<file path="config.mk">
export PLATFORM = sky130hd
export DESIGN_NAME = osa_edit_distance_core
export DESIGN_NICKNAME = d
export VERILOG_FILES = /design/src/rtl/osa_pkg.sv /design/src/rtl/osa_ram.sv /design/src/rtl/osa_cell.sv /design/src/rtl/osa_edit_distance_core.sv
export SDC_FILE = /design/constraint.sdc
export NUM_CORES = 2
export LEC_CHECK = 0
export BUFFER_PORTS_ARGS = -buffer_cell sky130_fd_sc_hd__clkbuf_2
export CORE_MARGIN = 2
export CORE_UTILIZATION = 63
export CTS_CLUSTER_DIAMETER = 40
export DETAILED_ROUTE_END_ITERATION = 8
export GPL_ROUTABILITY_DRIVEN = 0
export PLACE_DENSITY = 0.79
export SETUP_SLACK_MARGIN = 0.3
export SLEW_MARGIN = 15
export SYNTH_ARGS = -nofsm -noshare
export SYNTH_HDL_FRONTEND = slang
export SYNTH_SLANG_ARGS = --single-unit
</file>
<file path="constraint.sdc">
create_clock -name clk -period 11.57 [get_ports clk]
set_clock_uncertainty 0.05 [all_clocks]
set_input_delay 0.5785 -clock clk [delete_from_list [all_inputs] [get_ports clk]]
set_output_delay 0.5785 -clock clk [all_outputs]
set_load 0.005 [all_outputs]
</file>
<file path="src/rtl/osa_pkg.sv">
// Shared types and constants for the OSA edit distance core.
// Used by every module of the block but osa_ram; depends on nothing.
`default_nettype none

package osa_pkg;

	localparam int MAX_LEN_DEF = 64;
	localparam int DIST_W      = 7;
	localparam int CHAR_W      = 8;
	localparam int RATIO_W     = 8;
	localparam logic [RATIO_W-1:0] RATIO_RESET = 8'd3;

	localparam logic [1:0] OP_APPEND_FIRST  = 2'd0;
	localparam logic [1:0] OP_APPEND_SECOND = 2'd1;
	localparam logic [1:0] OP_COMPUTE       = 2'd2;

	typedef enum logic [3:0] {
		ST_IDLE,
		ST_GUARD_A,
		ST_GUARD_B,
		ST_INIT,
		ST_ROW_RD,
		ST_ROW_LD,
		ST_CELL_RD,
		ST_CELL_EX,
		ST_DONE
	} state_t;

	typedef struct packed {
		logic first_col;
		logic match;
		logic swap;
	} cell_ctl_t;

endpackage

`default_nettype wire

</file>
<file path="src/rtl/osa_ram.sv">
// Generic single-write, single-read RAM with registered read data.
// No dependencies.
`default_nettype none

module osa_ram #(
	parameter int WIDTH = 8,
	parameter int DEPTH = 64,
	localparam int AW = (DEPTH > 1) ? $clog2(DEPTH) : 1
) (
	input  wire logic             clk,
	input  wire logic             we,
	input  wire logic [AW-1:0]    waddr,
	input  wire logic [WIDTH-1:0] wdata,
	input  wire logic [AW-1:0]    raddr,
	output logic      [WIDTH-1:0] rdata
);

	logic [WIDTH-1:0] mem [DEPTH];

	always_ff @(posedge clk) begin
		if (we) begin
			mem[waddr] <= wdata;
		end
		rdata <= mem[raddr];
	end

endmodule

`default_nettype wire

</file>
<file path="src/rtl/osa_cell.sv">
// Cell update unit: minimum over insert, delete, substitute and swap costs; row index in column 0.
// Depends on osa_pkg for the control struct.
`default_nettype none

module osa_cell #(
	parameter int W = 7
) (
	input  wire osa_pkg::cell_ctl_t ctl,
	input  wire logic [W-1:0]  up,
	input  wire logic [W-1:0]  diag,
	input  wire logic [W-1:0]  left,
	input  wire logic [W-1:0]  trans,
	input  wire logic [W-1:0]  row_idx,
	output logic      [W-1:0]  best
);
	import osa_pkg::*;

	logic [W:0] up1, left1, diag0, diag1, trans1, m;

	always_comb begin
		up1    = {1'b0, up} + (W+1)'(1);
		left1  = {1'b0, left} + (W+1)'(1);
		diag0  = {1'b0, diag};
		diag1  = {1'b0, diag} + (W+1)'(1);
		trans1 = {1'b0, trans} + (W+1)'(1);
		m = up1;
		if (left1 < m) begin
			m = left1;
		end
		if (diag1 < m) begin
			m = diag1;
		end
		if (ctl.match && (diag0 < m)) begin
			m = diag0;
		end
		if (ctl.swap && (trans1 < m)) begin
			m = trans1;
		end
		if (ctl.first_col) begin
			best = row_idx;
		end else begin
			best = m[W-1:0];
		end
	end

endmodule

`default_nettype wire

</file>
<file path="src/rtl/osa_edit_distance_core.sv">
// Top level of the OSA edit distance core: stream ports, sequencer, string and row memories.
// Depends on osa_pkg, osa_ram and osa_cell.
`default_nettype none

// Appends (op 0, op 1) are accepted while a result waits.
// A compute (op 2) is not accepted back to back: the length guard runs through the GUARD_A
// and GUARD_B states on one shared multiplier, then, unless the guard cuts off, row setup
// writes row 0 for columns 0..m, and each of the n rows runs a row read and a row load,
// then a read state and an execute state per cell through the single cell unit and the
// registered-read row memories. The done state hands the result to the output register.
// Characters beyond MAX_LEN per string are dropped and reported on the overflow flag.
module osa_edit_distance_core #(
	parameter int MAX_LEN = osa_pkg::MAX_LEN_DEF
) (
	input  wire logic       clk,
	input  wire logic       arst_n,
	input  wire logic       cfg_we,
	input  wire logic [7:0] cfg_wdata,  // size_ratio_limit
	input  wire logic       s_tvalid,
	output logic            s_tready,
	input  wire logic [7:0] s_tdata,    // [7:0] ch
	input  wire logic [1:0] s_tuser,    // [1:0] op
	output logic            m_tvalid,
	input  wire logic       m_tready,
	output logic      [7:0] m_tdata,    // [6:0] distance, [7] zero
	output logic      [1:0] m_tuser     // [0] ratio_cutoff, [1] overflow
);
	import osa_pkg::*;

	localparam int LEN_W = $clog2(MAX_LEN + 1);
	localparam int CAW   = (MAX_LEN > 1) ? $clog2(MAX_LEN) : 1;
	localparam int PW    = LEN_W + RATIO_W;

	state_t state_q, state_d;

	logic [RATIO_W-1:0] ratio_q;
	logic [LEN_W-1:0]   first_len_q, second_len_q;
	logic               dropped_q;
	logic [LEN_W-1:0]   i_q, j_q;
	logic               cut_q;
	logic [LEN_W-1:0]   res_q;
	logic [CHAR_W-1:0]  a_cur_q, a_prev_q, b_prev_q;
	logic [LEN_W-1:0]   diag_q, left_q, p2_d1_q, p2_d2_q;

	logic               out_valid_q;
	logic [DIST_W-1:0]  out_dist_q;
	logic               out_cut_q, out_ovf_q;

	logic               accept, out_load;
	logic               wr_first, wr_second, row_we;
	logic [LEN_W-1:0]   im1, jm1, cur, prev_rd, prev2_rd, row_wdata, row2_wdata;
	logic [CHAR_W-1:0]  a_rd, b_rd;
	logic [LEN_W-1:0]   mul_a, mul_b;
	logic [PW-1:0]      prod;
	logic               below;
	logic               cut_all;
	logic [LEN_W-1:0]   longer;
	logic               last_col, last_row;
	cell_ctl_t          ctl;
	logic [DIST_W+LEN_W-1:0] dist_ext;

	assign accept    = s_tvalid && s_tready;
	assign im1       = i_q - LEN_W'(1);
	assign jm1       = j_q - LEN_W'(1);
	assign last_col  = (j_q == second_len_q);
	assign last_row  = (i_q == first_len_q);
	assign longer    = (first_len_q > second_len_q) ? first_len_q : second_len_q;

	// shared guard multiplier
	assign mul_a   = (state_q == ST_GUARD_A) ? first_len_q : second_len_q;
	assign mul_b   = (state_q == ST_GUARD_A) ? second_len_q : first_len_q;
	assign prod    = PW'(mul_a) * PW'(ratio_q);
	assign below   = prod < PW'(mul_b);
	assign cut_all = cut_q || below;

	assign wr_first  = accept && (s_tuser == OP_APPEND_FIRST) &&
		(first_len_q < LEN_W'(MAX_LEN));
	assign wr_second = accept && (s_tuser == OP_APPEND_SECOND) &&
		(second_len_q < LEN_W'(MAX_LEN));

	assign ctl.first_col = (j_q == '0);
	assign ctl.match     = (a_cur_q == b_rd);
	assign ctl.swap      = (i_q >= LEN_W'(2)) && (j_q >= LEN_W'(2)) &&
		(a_prev_q == b_rd) && (a_cur_q == b_prev_q);

	assign row_wdata  = (state_q == ST_INIT) ? j_q : cur;
	assign row2_wdata = (state_q == ST_INIT) ? '0 : prev_rd;

	osa_ram #(.WIDTH(CHAR_W), .DEPTH(MAX_LEN)) u_first (
		.clk   (clk),
		.we    (wr_first),
		.waddr (first_len_q[CAW-1:0]),
		.wdata (s_tdata),
		.raddr (im1[CAW-1:0]),
		.rdata (a_rd)
	);

	osa_ram #(.WIDTH(CHAR_W), .DEPTH(MAX_LEN)) u_second (
		.clk   (clk),
		.we    (wr_second),
		.waddr (second_len_q[CAW-1:0]),
		.wdata (s_tdata),
		.raddr (jm1[CAW-1:0]),
		.rdata (b_rd)
	);

	osa_ram #(.WIDTH(LEN_W), .DEPTH(MAX_LEN + 1)) u_row_prev (
		.clk   (clk),
		.we    (row_we),
		.waddr (j_q),
		.wdata (row_wdata),
		.raddr (j_q),
		.rdata (prev_rd)
	);

	osa_ram #(.WIDTH(LEN_W), .DEPTH(MAX_LEN + 1)) u_row_prev_two (
		.clk   (clk),
		.we    (row_we),
		.waddr (j_q),
		.wdata (row2_wdata),
		.raddr (j_q),
		.rdata (prev2_rd)
	);

	osa_cell #(.W(LEN_W)) u_cell (
		.ctl     (ctl),
		.up      (prev_rd),
		.diag    (diag_q),
		.left    (left_q),
		.trans   (p2_d2_q),
		.row_idx (i_q),
		.best    (cur)
	);

	always_ff @(posedge clk or negedge arst_n) begin
		if (!arst_n) begin
			state_q <= ST_IDLE;
		end else begin
			state_q <= state_d;
		end
	end

	always_comb begin
		state_d  = state_q;
		s_tready = 1'b0;
		out_load = 1'b0;
		row_we   = 1'b0;
		case (state_q)
			ST_IDLE: begin
				s_tready = 1'b1;
				if (s_tvalid && (s_tuser == OP_COMPUTE)) begin
					state_d = ST_GUARD_A;
				end
			end
			ST_GUARD_A: begin
				state_d = ST_GUARD_B;
			end
			ST_GUARD_B: begin
				state_d = cut_all ? ST_DONE : ST_INIT;
			end
			ST_INIT: begin
				row_we = 1'b1;
				if (last_col) begin
					state_d = (first_len_q == '0) ? ST_DONE : ST_ROW_RD;
				end
			end
			ST_ROW_RD: begin
				state_d = ST_ROW_LD;
			end
			ST_ROW_LD: begin
				state_d = ST_CELL_RD;
			end
			ST_CELL_RD: begin
				state_d = ST_CELL_EX;
			end
			ST_CELL_EX: begin
				row_we = 1'b1;
				if (!last_col) begin
					state_d = ST_CELL_RD;
				end else if (last_row) begin
					state_d = ST_DONE;
				end else begin
					state_d = ST_ROW_RD;
				end
			end
			ST_DONE: begin
				if (!out_valid_q || m_tready) begin
					out_load = 1'b1;
					state_d  = ST_IDLE;
				end
			end
			default: begin
				state_d = ST_IDLE;
			end
		endcase
	end

	always_ff @(posedge clk or negedge arst_n) begin
		if (!arst_n) begin
			ratio_q      <= RATIO_RESET;
			first_len_q  <= '0;
			second_len_q <= '0;
			dropped_q    <= 1'b0;
			out_valid_q  <= 1'b0;
		end else begin
			if (cfg_we) begin
				ratio_q <= cfg_wdata;
			end
			if (wr_first) begin
				first_len_q <= first_len_q + LEN_W'(1);
			end
			if (wr_second) begin
				second_len_q <= second_len_q + LEN_W'(1);
			end
			if (accept && ((s_tuser == OP_APPEND_FIRST && !wr_first) ||
				(s_tuser == OP_APPEND_SECOND && !wr_second))) begin
				dropped_q <= 1'b1;
			end
			if (out_load) begin
				first_len_q  <= '0;
				second_len_q <= '0;
				dropped_q    <= 1'b0;
				out_valid_q  <= 1'b1;
			end else if (m_tready) begin
				out_valid_q <= 1'b0;
			end
		end
	end

	assign dist_ext = {{DIST_W{1'b0}}, res_q};

	always_ff @(posedge clk) begin
		case (state_q)
			ST_GUARD_A: begin
				cut_q <= below;
			end
			ST_GUARD_B: begin
				cut_q <= cut_all;
				res_q <= cut_all ? longer : second_len_q;
				j_q   <= '0;
			end
			ST_INIT: begin
				if (!last_col) begin
					j_q <= j_q + LEN_W'(1);
				end
				i_q <= LEN_W'(1);
			end
			ST_ROW_LD: begin
				a_prev_q <= a_cur_q;
				a_cur_q  <= a_rd;
				j_q      <= '0;
			end
			ST_CELL_EX: begin
				diag_q   <= prev_rd;
				left_q   <= cur;
				res_q    <= cur;
				b_prev_q <= b_rd;
				p2_d1_q  <= prev2_rd;
				p2_d2_q  <= p2_d1_q;
				if (!last_col) begin
					j_q <= j_q + LEN_W'(1);
				end else begin
					i_q <= i_q + LEN_W'(1);
				end
			end
			default: begin
			end
		endcase
		if (out_load) begin
			out_dist_q <= dist_ext[DIST_W-1:0];
			out_cut_q  <= cut_q;
			out_ovf_q  <= dropped_q;
		end
	end

	assign m_tvalid = out_valid_q;
	assign m_tdata  = {1'b0, out_dist_q};
	assign m_tuser  = {out_ovf_q, out_cut_q};

endmodule

`default_nettype wire

</file>
---- After elaboration in Yosys (flattened, before gate mapping) ----
Memory sizes are Yosys's and may differ from the RTL's. A register that Yosys moved wholly into a read port is not among the register bits.
Index checks and enable logic that the tools add are counted.
Widths: inputs -> output; s select.
storage, ports and cells
  memories kept ........................... 4
  register bits after elaboration ......... 111
  bits in writable memories ............... 1934
  output and inout port bits .............. 12
operators by class
  $lt $le $gt $ge ......................... 10
  muxes and demuxes ....................... 43
  equal/unequal tests ..................... 20
  $add $sub $neg .......................... 10
  reductions and logical operators ........ 37
  $mul .................................... 1
memories
  name                words  width  rd ports  clocked after Yosys merged registers in  write ports  RTL line       source
  u_first.mem         64     8      1         1                                        1            osa_ram.sv:18  logic [WIDTH-1:0] mem [DEPTH];
  u_second.mem        64     8      1         1                                        1            osa_ram.sv:18
  u_row_prev.mem      65     7      1         1                                        1            osa_ram.sv:18
  u_row_prev_two.mem  65     7      1         1                                        1            osa_ram.sv:18
operator list
  operator             number
  $mux 7               14
  $pmux 7 s2           3
  $pmux 4 s9           1
  $add 7x1->8 const B  4
  $add 7x1->7 const B  4
  $mux 4               7
  $eq 8x8->1           3
  $lt 8x8->1           3
  $mux 8               3
  $eq 4x3->1 const B   4
  $reduce_bool 2->1    8
  $lt 15x7->1          1
  $mul 7x8->15         1
  $eq 7x7->1           2
  $ge 7x2->1 const B   2
  $logic_and 1x1->1    14
  $logic_not 7->1      2
  $lt 7x7->1 const B   2
  $mux 1               14
  $sub 6x1->6 const B  2
  $ne 2x2->1 const B   5
  $eq 4x2->1 const B   2
  $lt 7x8->1           1
  $gt 7x7->1           1
  other kinds (12)     18

---- Depth between registers and ports, before layout ----
  depth in word-level cells ............... 13
  depth in mapped cells ................... 37

---- By module ----
Synthesis repeated with hierarchy kept, for this count alone.
second synthesis, totals
  cells, all modules ...................... 4447
  area, all modules ....................... 85560.8 um^2
by module, submodules not included
  module                     area each (um^2)  cells an instance  instances
  osa_ram at u_first ...     20166.8           940                2
  osa_ram at u_row_prev ...  17974.7           818                2
  osa_edit_distance_core     7472.2            687                1
  osa_cell                   1805.5            244                1

---- Worst setup path before layout ----
OpenSTA, ideal clock, no wires.
  kind .................................... reg2reg
  from .................................... register left_q[0]
  to ...................................... memory u_row_prev.mem[0][4] in the netlist's numbering (data pin)
  setup time .............................. 710 ps
  cell stages (with the launch flop) ...... 34
  slack ................................... 1154 ps
  buffers on the path ..................... 2
  data arrival time ....................... 9656 ps
  period minus slack after synthesis ...... 10416 ps
  path through ............................ edfxtp_1 ha_1 xor2_1 ha_1 o21ai_0 nand2b_1 a31o_1 maj3_2 a31o_1 buf_6 clkbuf_1 o21ai_0 ha_1 a31oi_1 nand2_1 o2111ai_1 nand2_1 o21ai_0 ha_1 a21o_1 a211o_1 a211o_1 o2111ai_2 nand4_4 a21o_1 ha_1 a21o_1 a21o_1 a21oi_1 o2111ai_1 clkinv_1 a21oi_1 o31ai_2 o21ai_0
on the way
  cells in the longest elaborated chain, start to end .. 13
ends and longest elaborated chain
  item                    RTL line                       source
  start, declared         osa_edit_distance_core.sv:43   logic [LEN_W-1:0] diag_q, left_q, p2_d1_q, p2_d2_q;
  start signal, assigned  osa_edit_distance_core.sv:255  left_q <= cur;
  $add 7x1->8 *           osa_cell.sv:22                 left1 = {1'b0, left} + (W+1)'(1);
  $lt 8x8->1              osa_cell.sv:27                 if (left1 < m) begin
  $mux 8 *                osa_cell.sv:27
  $lt 8x8->1              osa_cell.sv:30                 if (diag1 < m) begin
  $mux 8 *                osa_cell.sv:30
  $lt 7x8->1              osa_cell.sv:33                 if (ctl.match && (diag0 < m)) begin
  $logic_and 1x1->1       osa_cell.sv:33
  $mux 8 *                osa_cell.sv:33
  $lt 8x8->1              osa_cell.sv:36                 if (ctl.swap && (trans1 < m)) begin
  $logic_and 1x1->1       osa_cell.sv:36
  $mux 7 *                osa_cell.sv:36
  $mux 7 *                osa_cell.sv:39                 if (ctl.first_col) begin
  $mux 7 *                osa_edit_distance_core.sv:86   assign row_wdata = (state_q == ST_INIT) ? j_q : cur;
  via row_wdata[4]        osa_edit_distance_core.sv:51   logic [LEN_W-1:0] im1, jm1, cur, prev_rd, prev2_rd, row_wdata, row2_wdata;
  end, declared           osa_ram.sv:18
Mark *: on every way through the listed nets, which the timed path passes. The rest lies on a longest branch.

---- Worst setup path after layout ----
  from .................................... register left_q[0]
  to ...................................... memory u_row_prev.mem[41][3] in the netlist's numbering (data pin)
Same word-level chain as after synthesis.

==> results.md <==
- Status: complete, no violations
- Netlist cell types: 73
- Clock-pin slew on the worst setup and hold paths: 0.07 ns
- DP Area: 0.08436 mm²
- Post-synth ARST share: 1.349%
- Maxcap violations: 0
- GRT Util Overall: 30.88%
- Via count: 45010
- Static Leak: 28.97 nW
- TritonCTS Sinks: 2075
- Initial antenna violation count: 4
- Setup CP Type: flip-flop to flip-flop
- Worst setup SP type: flip-flop
- Vias in the first global route: 43960
- Clk Latency, worst-skew pair: 0.83 ns
- Avg Cell Area, Syn: 18.88 µm²
- Nets: 4590
- Slew Viols, Final: 0
- Simple-gate share of the synthesized area: 3.809%
- Hold Path Class: input port to flip-flop
- Largest family of logic cells by synthesized area: multiplexers
- R2r endpoint: u_row_prev.mem[41][3]$_DFFE_PP_
- Port Buf Inserts: 33
- RSZ-0062 raised after global routing: no
- CTS Buf Count: 205
- Reg2reg path depth: 32
- Worst EP required: 12.10 ns
- Effective utilization at floorplan: 63.36%
- CTS root buffer: clkbuf_16
- Setup-failing EPs final: 0
- Top FF cell, synth: edfxtp_1
- P per Cell Area: 249.9 mW/mm²
- Syn nets: 4469
- Worst reg-to-reg setup slack: 1.89 ns
- Post-route ant nets: 0
- Post-DP HPWL: 112600 µm
- Crit-path slowest cell: a31oi_4
- Share of layout cells above drive strength 1: 19.20%
- Die area: 0.1328 mm²
- Syn Std Cell Area: 0.08183 mm²
- Post-CTS sizing: 0
- Sum of negative setup slack: 0 ns
- Total wire length: 203200 µm
- Synthesized-area fraction occupied by adder cells: 1.992%
- Worst-margin pin slew: 1.213 ns
- Xor/xnor share of the synthesized area: 0.9954%
- Maximum VDD drop: 0.2005 mV
- Final period util: 83.67%
- Seq/Total Area, Yosys: 75.61%
- Die X: 364.4 µm
- FF-to-FF Start: left_q[0]$_DFFE_PP_
- Pre-Repair DR Iteration Count: 6
- Core area: 0.1292 mm²
- First-pass GRT wire length: 297900 µm
- Largest net degree at the start of global routing: 109
- DIE HEIGHT: 364.4 µm
- WHS: 0.09105 ns
- Cell count after synthesis: 4334
- Tmin final: 9.681 ns
- Via/cell ratio: 7.057
- I/O pin cnt: 35
- Post-cts hold buffer count: 9
- Final hold vios: 0
- CP endpoint kind: flip-flop
- Grt total ovfl: 0
- Fill count: 7322
- Arrival @ worst endpoint: 10.21 ns
- Hold path depth: 1
- Worst Hold End: u_second.mem[31][6]$_DFFE_PP_
- Bufs on Longest Clock Path: 3
- Warnings from Yosys: 0
- Synth Register Bits: 2075
- Slew Limit Headroom: 19.02%
- Starting DRT DRC Count: 7507
- # Post-CTS Setup Buffers: 0
- Post-synth EDFFs: 2017
- Compound-Gate Fraction of Synth Area: 6.277%
- Drt wl/cell: 31.86 µm
- Post-route design area: 0.09116 mm²
- H-tree Lvls: 4
- Max FO, Critical Path: 41
- Max stage delay on crit path: 0.61 ns
- DRC: 0
- Maximum clock rate: 103.3 MHz
- Worst hold path startpoint: s_tdata[6]
- CTS tree: yes
- Synth-to-Final Area Change: 11.41%
- Mux contribution to synthesized area: 9.824%
- Num rows: 132
- Worst path most repeated cell: ha_1
[cells in the mapped netlist, types with 62 or more instances]
master / number / share of area (%)
nand3_1: 71 / 0.43
nand4_1: 66 / 0.50
nand2_1: 139 / 0.64
ha_1: 83 / 1.3
a22oi_1: 306 / 2.8
a22o_1: 70 / 0.75
edfxtp_1: 2017 / 74
nor2_1: 274 / 1.3
mux4_2: 341 / 9.4
a221oi_1: 71 / 0.76
o21ai_0: 62 / 0.38
clkbuf_1: 177 / 0.81
inv_1: 77 / 0.35
[report_power, final]
part           leakage [nW]  internal, W  total [W]  switching, W
Combinational          6.92      0.00232    0.00663       0.00430
Sequential             18.8      0.00938    0.00958      0.000199
Clock                  3.25      0.00371    0.00658       0.00287
Total                  29.0       0.0154     0.0228       0.00737
[layout make-up]
type	instances	area [µm²]	area share (%)
Sequential cell	2075	61870	67.87
Clock buffer	262	5507	6.040
Antenna cell	1	2.502	0.002745
Timing Repair Buffer	152	1109	1.216
Clock inverter	125	1191	1.307
Inverter	79	296.5	0.3253
Multi-Input combinational cell	1942	19010	20.85
Tap cell	1742	2180	2.391
[worst max-delay path by stage]
| stage | from | endpoint | slack, ns | cells after the start |
|---|---|---|---|---|
| 2_1_floorplan | left_q[0]$_DFFE_PP_ | u_row_prev.mem[0][4]$_DFFE_PP_ | 1.15 | 33 |
| 3_3_place_gp | left_q[0]$_DFFE_PP_ | u_row_prev.mem[46][1]$_DFFE_PP_ | 2.26 | 31 |
| 3_5_place_dp | left_q[0]$_DFFE_PP_ | u_row_prev.mem[46][1]$_DFFE_PP_ | 2.06 | 31 |
| 4_1_cts | left_q[0]$_DFFE_PP_ | u_row_prev.mem[46][1]$_DFFE_PP_ | 1.99 | 31 |
| 5_1_grt | left_q[0]$_DFFE_PP_ | u_row_prev.mem[43][3]$_DFFE_PP_ | 1.45 | 33 |
| 6_report | left_q[0]$_DFFE_PP_ | u_row_prev.mem[41][3]$_DFFE_PP_ | 1.89 | 32 |
[worst max-delay path: cells and delay by family (launching register included)]
kind	cells	cell delay [ns]
buffers and inverters	2	0.76
adder cells (fa/ha/maj)	6	1.90
AND/OR/NAND/NOR	5	0.73
AO/OA/AOI/OAI	18	5.11
flip-flops	1	0.51
XOR/XNOR	1	0.35
[metal layers]
| layer | vias up | routed length, µm | global-route usage, % |
|---|---|---|---|
| li1 | 18030 | - | - |
| met2 | 3627 | 96850 | 48.29 |
| met1 | 22880 | 74110 | 44.58 |
| met4 | 6 | 6315 | 9.585 |
| met3 | 471 | 25860 | 6.421 |
| met5 | - | 48 | 0 |
[kinds of logic after synthesis]
group	count (synthesis)
buf+inv	317
mux	374
flops	2075
xor+xnor	93
other cells	1
simple gates	672
fa+ha+maj	113
compound gates	689
[flip-flops by register name, indices dropped and copies added, names as in the netlist, 8 cells and up]
| signal | cells |
|---|---|
| u_second.mem | 512 |
| u_row_prev_two.mem | 455 |
| b_prev_q | 8 |
| u_row_prev.mem | 455 |
| u_first.rdata | 8 |
| u_second.rdata | 8 |
| ratio_q | 8 |
| a_prev_q | 8 |
| a_cur_q | 8 |
| u_first.mem | 512 |
[per-stage QoR]
step,total power (W),util (%),cells,worst slack (ns)
4_1_cts,0.02266,70.57,6377,1.992
2_1_floorplan,0.01377,-,4334,1.154
6_report,0.02279,70.59,6378,1.889
5_1_grt,0.02340,70.59,6378,1.454
3_5_place_dp,0.01611,65.32,5981,2.057
3_3_place_gp,0.01598,65.32,5981,2.263
[cell usage in the layout, fill, tap and decap left out, types with 29 or more instances in the layout]
cell type	netlist	layout
edfxtp_1	2017	2017
mux4_2	341	341
a22oi_1	306	306
nor2_1	274	246
clkbuf_16	0	207
nand2_1	139	139
buf_4	3	116
ha_1	83	81
inv_1	77	76
nand3_1	71	71
a221oi_1	71	71
a22o_1	70	70
nand4_1	66	66
o21ai_0	62	61
xnor2_1	53	49
a21oi_1	48	47
clkbuf_1	177	43
xor2_1	40	40
clkinv_1	2	33
clkinv_2	0	32
dfxtp_1	30	30
fa_1	29	29
Power figures use the tool's default switching activity.
